===== config.mk =====
export PLATFORM = sky130hd
export DESIGN_NAME = mrfe_ctrl
export DESIGN_NICKNAME = d
export VERILOG_FILES = /design/src/rtl/core/mrfe_pkg.sv /design/src/rtl/core/mrfe_ctrl.sv
export SDC_FILE = /design/constraint.sdc
export NUM_CORES = 1
export LEC_CHECK = 0
export BUFFER_PORTS_ARGS = -buffer_cell sky130_fd_sc_hd__clkbuf_2
export CAP_MARGIN = 20
export CORE_MARGIN = 3
export CORE_UTILIZATION = 51
export CTS_CLUSTER_DIAMETER = 60
export DETAILED_ROUTE_END_ITERATION = 6
export PLACE_DENSITY_LB_ADDON = 0.08
export SLEW_MARGIN = 10
export SYNTH_ARGS = -nofsm -noshare
export SYNTH_HDL_FRONTEND = slang
export SYNTH_SLANG_ARGS = --single-unit

===== constraint.sdc =====
create_clock -name clk -period 5.8 [get_ports clk]
set_input_delay 1.74 -clock clk [delete_from_list [all_inputs] [get_ports clk]]
set_output_delay 1.74 -clock clk [all_outputs]
set_load 0.005 [all_outputs]

===== src/rtl/core/mrfe_pkg.sv =====
// Package for the matrix rotate/flip engine: transaction structs, operation
// codes, sequencer states and default sizes.
// No dependencies.
package mrfe_pkg;

    localparam int MAX_DIM_DEF    = 16;
    localparam int DATA_WIDTH_DEF = 32;

    typedef enum logic [1:0] {
        OP_LOAD  = 2'd0,
        OP_PUSH  = 2'd1,
        OP_CLEAR = 2'd2,
        OP_READ  = 2'd3
    } op_t;

    localparam logic MODE_ROTATE = 1'b0;
    localparam logic MODE_FLIP   = 1'b1;

    localparam logic CFG_ROW_COUNT = 1'b0;
    localparam logic CFG_COL_COUNT = 1'b1;

    typedef struct packed {
        logic [1:0]         operation;
        logic [3:0]         row;
        logic [3:0]         col;
        logic signed [31:0] value;
        logic               mode;
    } src_item_t;

    typedef struct packed {
        logic signed [31:0] element;
        logic [4:0]         result_rows;
        logic [4:0]         result_cols;
        logic               out_of_range;
    } res_item_t;

    typedef struct packed {
        logic wr_en;
        logic rd_en;
    } store_ctl_t;

    typedef enum logic [2:0] {
        S_IDLE,
        S_FLIP,
        S_TURN,
        S_FETCH,
        S_DONE
    } seq_state_t;

endpackage


===== src/rtl/core/mrfe_ctrl.sv =====
// Read sequencer: maps a transformed position back to the stored matrix by
// undoing a pending flip, then one quarter turn per cycle, through a shared
// mirror subtractor, then fetches. Depends on mrfe_pkg.
module mrfe_ctrl
    import mrfe_pkg::*;
#(
    parameter int DATA_WIDTH = DATA_WIDTH_DEF
)
(
    input  logic                  clk,
    input  logic                  rst_n,
    input  logic                  src_accept,
    input  src_item_t             src_item,
    input  logic [4:0]            row_count,
    input  logic [4:0]            col_count,
    input  logic [1:0]            quarter_turns,
    input  logic                  flipped,
    input  logic                  res_stall,
    input  logic [DATA_WIDTH-1:0] rd_data,
    output logic                  busy,
    output store_ctl_t            store_ctl,
    output logic [3:0]            rd_row,
    output logic [3:0]            rd_col,
    output logic                  res_valid,
    output res_item_t             res_item
);

    seq_state_t state_reg, state_next;

    logic [3:0] r_reg, r_next;
    logic [3:0] c_reg, c_next;
    logic [4:0] h_reg, h_next;
    logic [4:0] w_reg, w_next;
    logic [1:0] turns_reg, turns_next;
    logic [4:0] dim_rows_reg, dim_rows_next;
    logic [4:0] dim_cols_reg, dim_cols_next;
    logic       oor_reg, oor_next;
    logic       res_valid_reg, res_valid_next;
    res_item_t  res_item_reg, res_item_next;

    logic [4:0]  h_init, w_init;
    logic        oor_init;
    logic [3:0]  mirror;
    logic [63:0] data_wide;

    // current transformed dimensions: odd turn count swaps them
    assign h_init   = quarter_turns[0] ? col_count : row_count;
    assign w_init   = quarter_turns[0] ? row_count : col_count;
    assign oor_init = ({1'b0, src_item.row} >= h_init) || ({1'b0, src_item.col} >= w_init);

    // shared unit: h - 1 - r, used by both the flip and each quarter turn
    assign mirror = 4'(h_reg - 5'd1 - {1'b0, r_reg});

    assign data_wide = 64'(rd_data);

    always_ff @(posedge clk or negedge rst_n)
    begin
        if (!rst_n)
        begin
            state_reg     <= S_IDLE;
            res_valid_reg <= 1'b0;
        end
        else
        begin
            state_reg     <= state_next;
            res_valid_reg <= res_valid_next;
        end
    end

    always_ff @(posedge clk)
    begin
        r_reg        <= r_next;
        c_reg        <= c_next;
        h_reg        <= h_next;
        w_reg        <= w_next;
        turns_reg    <= turns_next;
        dim_rows_reg <= dim_rows_next;
        dim_cols_reg <= dim_cols_next;
        oor_reg      <= oor_next;
        res_item_reg <= res_item_next;
    end

    always_comb
    begin
        state_next     = state_reg;
        r_next         = r_reg;
        c_next         = c_reg;
        h_next         = h_reg;
        w_next         = w_reg;
        turns_next     = turns_reg;
        dim_rows_next  = dim_rows_reg;
        dim_cols_next  = dim_cols_reg;
        oor_next       = oor_reg;
        res_item_next  = res_item_reg;
        res_valid_next = res_valid_reg && res_stall;
        store_ctl      = '0;

        unique case (state_reg)
            S_IDLE:
            begin
                if (src_accept)
                begin
                    store_ctl.wr_en = (op_t'(src_item.operation) == OP_LOAD);
                    if (op_t'(src_item.operation) == OP_READ)
                    begin
                        r_next        = src_item.row;
                        c_next        = src_item.col;
                        h_next        = h_init;
                        w_next        = w_init;
                        turns_next    = quarter_turns;
                        dim_rows_next = h_init;
                        dim_cols_next = w_init;
                        oor_next      = oor_init;
                        if (oor_init)
                            state_next = S_DONE;
                        else if (flipped)
                            state_next = S_FLIP;
                        else if (quarter_turns != 2'd0)
                            state_next = S_TURN;
                        else
                            state_next = S_FETCH;
                    end
                end
            end
            S_FLIP:
            begin
                r_next     = mirror;
                state_next = (turns_reg != 2'd0) ? S_TURN : S_FETCH;
            end
            S_TURN:
            begin
                // undo one anticlockwise turn: (r, c) came from (c, h-1-r)
                r_next     = c_reg;
                c_next     = mirror;
                h_next     = w_reg;
                w_next     = h_reg;
                turns_next = turns_reg - 2'd1;
                if (turns_reg == 2'd1)
                    state_next = S_FETCH;
            end
            S_FETCH:
            begin
                store_ctl.rd_en = 1'b1;
                state_next      = S_DONE;
            end
            S_DONE:
            begin
                if (!res_valid_reg || !res_stall)
                begin
                    res_item_next.element      = oor_reg ? 32'sd0 : $signed(data_wide[31:0]);
                    res_item_next.result_rows  = dim_rows_reg;
                    res_item_next.result_cols  = dim_cols_reg;
                    res_item_next.out_of_range = oor_reg;
                    res_valid_next             = 1'b1;
                    state_next                 = S_IDLE;
                end
            end
            default:
            begin
                state_next = S_IDLE;
            end
        endcase
    end

    assign busy      = (state_reg != S_IDLE);
    assign rd_row    = r_reg;
    assign rd_col    = c_reg;
    assign res_valid = res_valid_reg;
    assign res_item  = res_item_reg;

endmodule


==> run summary <==
Status -> complete, no violations
# diodes -> 0
Post-Layout Cell Count -> 436
Adder-cell area share of the yosys netlist -> 0.05415
Clock sinks -> 76
Resize count post-CTS -> 0
Fraction of registers with async set/reset -> 0.05263
WS Path Type -> input pin to output port
CP startpoint -> src_accept
Largest register FFs -> 43
Xor and xnor fraction of the mapped netlist area -> 0.007789
Synthesized-area fraction occupied by and/or/nand/nor cells -> 0.1150
Final Hold Viols -> 0
GRT Total Usage -> 0.1715
WP data arrival -> 2150 ps
Vias in the first global route -> 2,033
Top cells by count, synth -> edfxtp_1 (72), nor2b_1 (34), inv_1 (18)
Fillers -> 510
Synth Net Count -> 345
HPWL after detailed placement -> 4693 um
Num CTS Buffers -> 9
Most used DFF post-synth -> edfxtp_1
Multiplexer share of the synthesized area -> 0.04525
CP Capture Point -> store_ctl[1]
Synth warn -> 0
Highest ir drop seen on vdd -> 302.6 uV
Worst-path clk slew -> 70 ps
Mean Syn Cell Area -> 14.11 sq um
Slowest CP cell -> clkbuf_2
Synth Register Bits -> 76
Die area -> 0.007626 sq mm
Synth Cell Area -> 0.003373 sq mm
# setup viols final -> 0
Worst EP required -> 4060 ps
GR Overflow Total -> 0
Height of the die -> 87.33 um
CTS tree -> built
Largest stage delay on the critical path -> 140 ps
Largest area contributor in the netlist -> edfxtp_1
Die X-Extent -> 87.33 um
CTS root buf -> clkbuf_8
Clock tree buffer depth -> 2
Final worst path period share -> 0.6703
Initial antenna violation count -> 0
Area Growth Syn to Fin -> 24.33%
R2R cell count -> 2
TritonRoute pass-1 iters -> 4
Worst Tran Pin Value -> 1021 ps
Via count -> 2,224
Reg-to-reg slack, setup -> 3300 ps
Sequential-to-total area share from yosys stat -> 0.6706
Main combinational cell family by area after synthesis -> simple AND/OR/NAND/NOR gates
Count leader, synth -> edfxtp_1
Drt total wl -> 6431 um
Routability-driven placement congestion ratio -> 0.8222
Starting Density -> 0.5282
Multi-input combinational cell area -> 0.001003 sq mm
Final Util -> 0.6567
# Max-Cap Violations -> 0
Worst-Skew Late Latency -> 340 ps
Top area cells in the synthesized netlist -> edfxtp_1 (64%), nor2b_1 (6.3%), ha_1 (4.8%)
Max Slew Vio Count -> 0
CP Cell Sequence -> clkbuf_2 > nand2_1 > nor3_1 > clkbuf_2
Share of layout cells above drive strength 1 -> 0.3928
Setup Skew -> 13.74 ps
RR Endpoint -> w_reg[1]
First-pass GRT wire length -> 9756 um
Largest net degree at the start of global routing -> 44
Compound-Gate Fraction of Synth Area -> 0.07196
Hold Crit Depth -> 0
# port buffers -> 113
Vias/cell -> 5.101
Crit path time final -> 3888 ps
Reported leakage power -> 1.813 nW
Fmax -> 0.2572 GHz
Average wire per standard cell -> 14.75 um
Layout net count -> 460
Number of enable flip-flop cells after synthesis -> 72
Synth top area share -> 0.6409
RSZ-0062 raised after global routing -> no
FF-to-FF Start -> state_reg[2]
Element type at the critical path end -> output port
Crit path top cell by count -> clkbuf_2
Min-Delay Startpoint -> dim_cols_reg[4]
Worst hold slack -> 421.5 ps
Post-CTS Setup Bufs -> 0
Worst Path Max Fanout -> 3
PD cells -> 422.4 mW/mm^2
Core ar. -> 0.006386 sq mm
FF+latch area -> 0.002262 sq mm
Hold Crit Class -> flip-flop to flip-flop
H-tree depth -> 3
Buf/Inv on CP -> 2
Antenna Violating Nets Remaining -> 0
First DRT Iteration DRCs -> 121
Final setup margin -> 1912 ps
Cell row count -> 29
Pre-CTS setup slack -> 1904 ps
Delay-heaviest family, CP -> buffers and inverters
I/O pins -> 147
# placed instances -> 420
Slew Limit Headroom -> 0.3193
Post-route DRC -> 0
Cts hold-fix bufs -> 0
Post-synth cell types -> 36
Levels on crit path -> 4
Post-Synthesis Cells -> 239
Critical Path Source Type -> input pin
Setup TNS -> 0 ps
==> power by group <==
| group | switching (mW) | internal (mW) | total (mW) |
|---|---|---|---|
| logic | 0.291 | 0.220 | 0.512 |
| clock network | 0.192 | 0.199 | 0.391 |
| registers | 0.0782 | 0.790 | 0.868 |
==> per-stage QoR <==
step / power [mW] / instance area (sq um)
after floorplan: 1.221 / 3373
after global placement: 1.382 / 4003
after detailed placement: 1.399 / 4003
after CTS: 1.790 / 4194
after global routing: 1.888 / 4194
final: 1.772 / 4194
==> worst min path at each step <==
stage | endpoint | slack (ps)
2_1_floorplan | res_item[10] | 400
3_3_place_gp | res_item[9] | 400
3_5_place_dp | res_item[3] | 400
4_1_cts | res_item[6] | 420
5_1_grt | res_item[5] | 430
6_report | res_item[5] | 420
==> cell usage in the layout, fill, tap and decap left out, drive strengths merged <==
cell type,count
clkinv,2
xor2,1
ha,13
mux2,7
nor3,2
o21ai,9
nor2,14
a22oi,3
bufinv,1
o31ai,1
a21o,1
dfrtp,4
fa,1
xnor2,2
buf,1
a21boi,1
a211o,3
o32ai,2
clkbuf,123
nand2,13
a211oi,1
inv,19
edfxtp,72
nand4,1
a21oi,10
nor2b,35
nand2b,4
mux2i,7
nor4b,1
a31oi,2
nand3,1
clkinvlp,2
==> per-layer routing <==
layer,track usage,up-vias,wire length [um]
li1,-,1088,-
met1,0.2210,1042,2756
met2,0.2726,86,3061
met3,0.05298,8,525
met4,0.06416,0,89
met5,0,-,0
==> kinds of logic after synthesis <==
logic type | after synthesis
buffers and inverters | 28
adder cells (fa/ha/maj) | 14
flip-flops | 76
AND/OR/NAND/NOR | 71
XOR/XNOR | 3
multiplexers | 14
AO/OA/AOI/OAI | 33
==> layout make-up <==
cell class | instances | share of cell area
Clock inverter | 6 | 0.01521
Multi-Input combinational cell | 135 | 0.2393
Clock buffer | 10 | 0.03043
Sequential cell | 76 | 0.5394
Inverter | 18 | 0.01611
Tap cell | 77 | 0.02297
Timing Repair Buffer | 114 | 0.1366
Power figures use the tool's default switching activity.
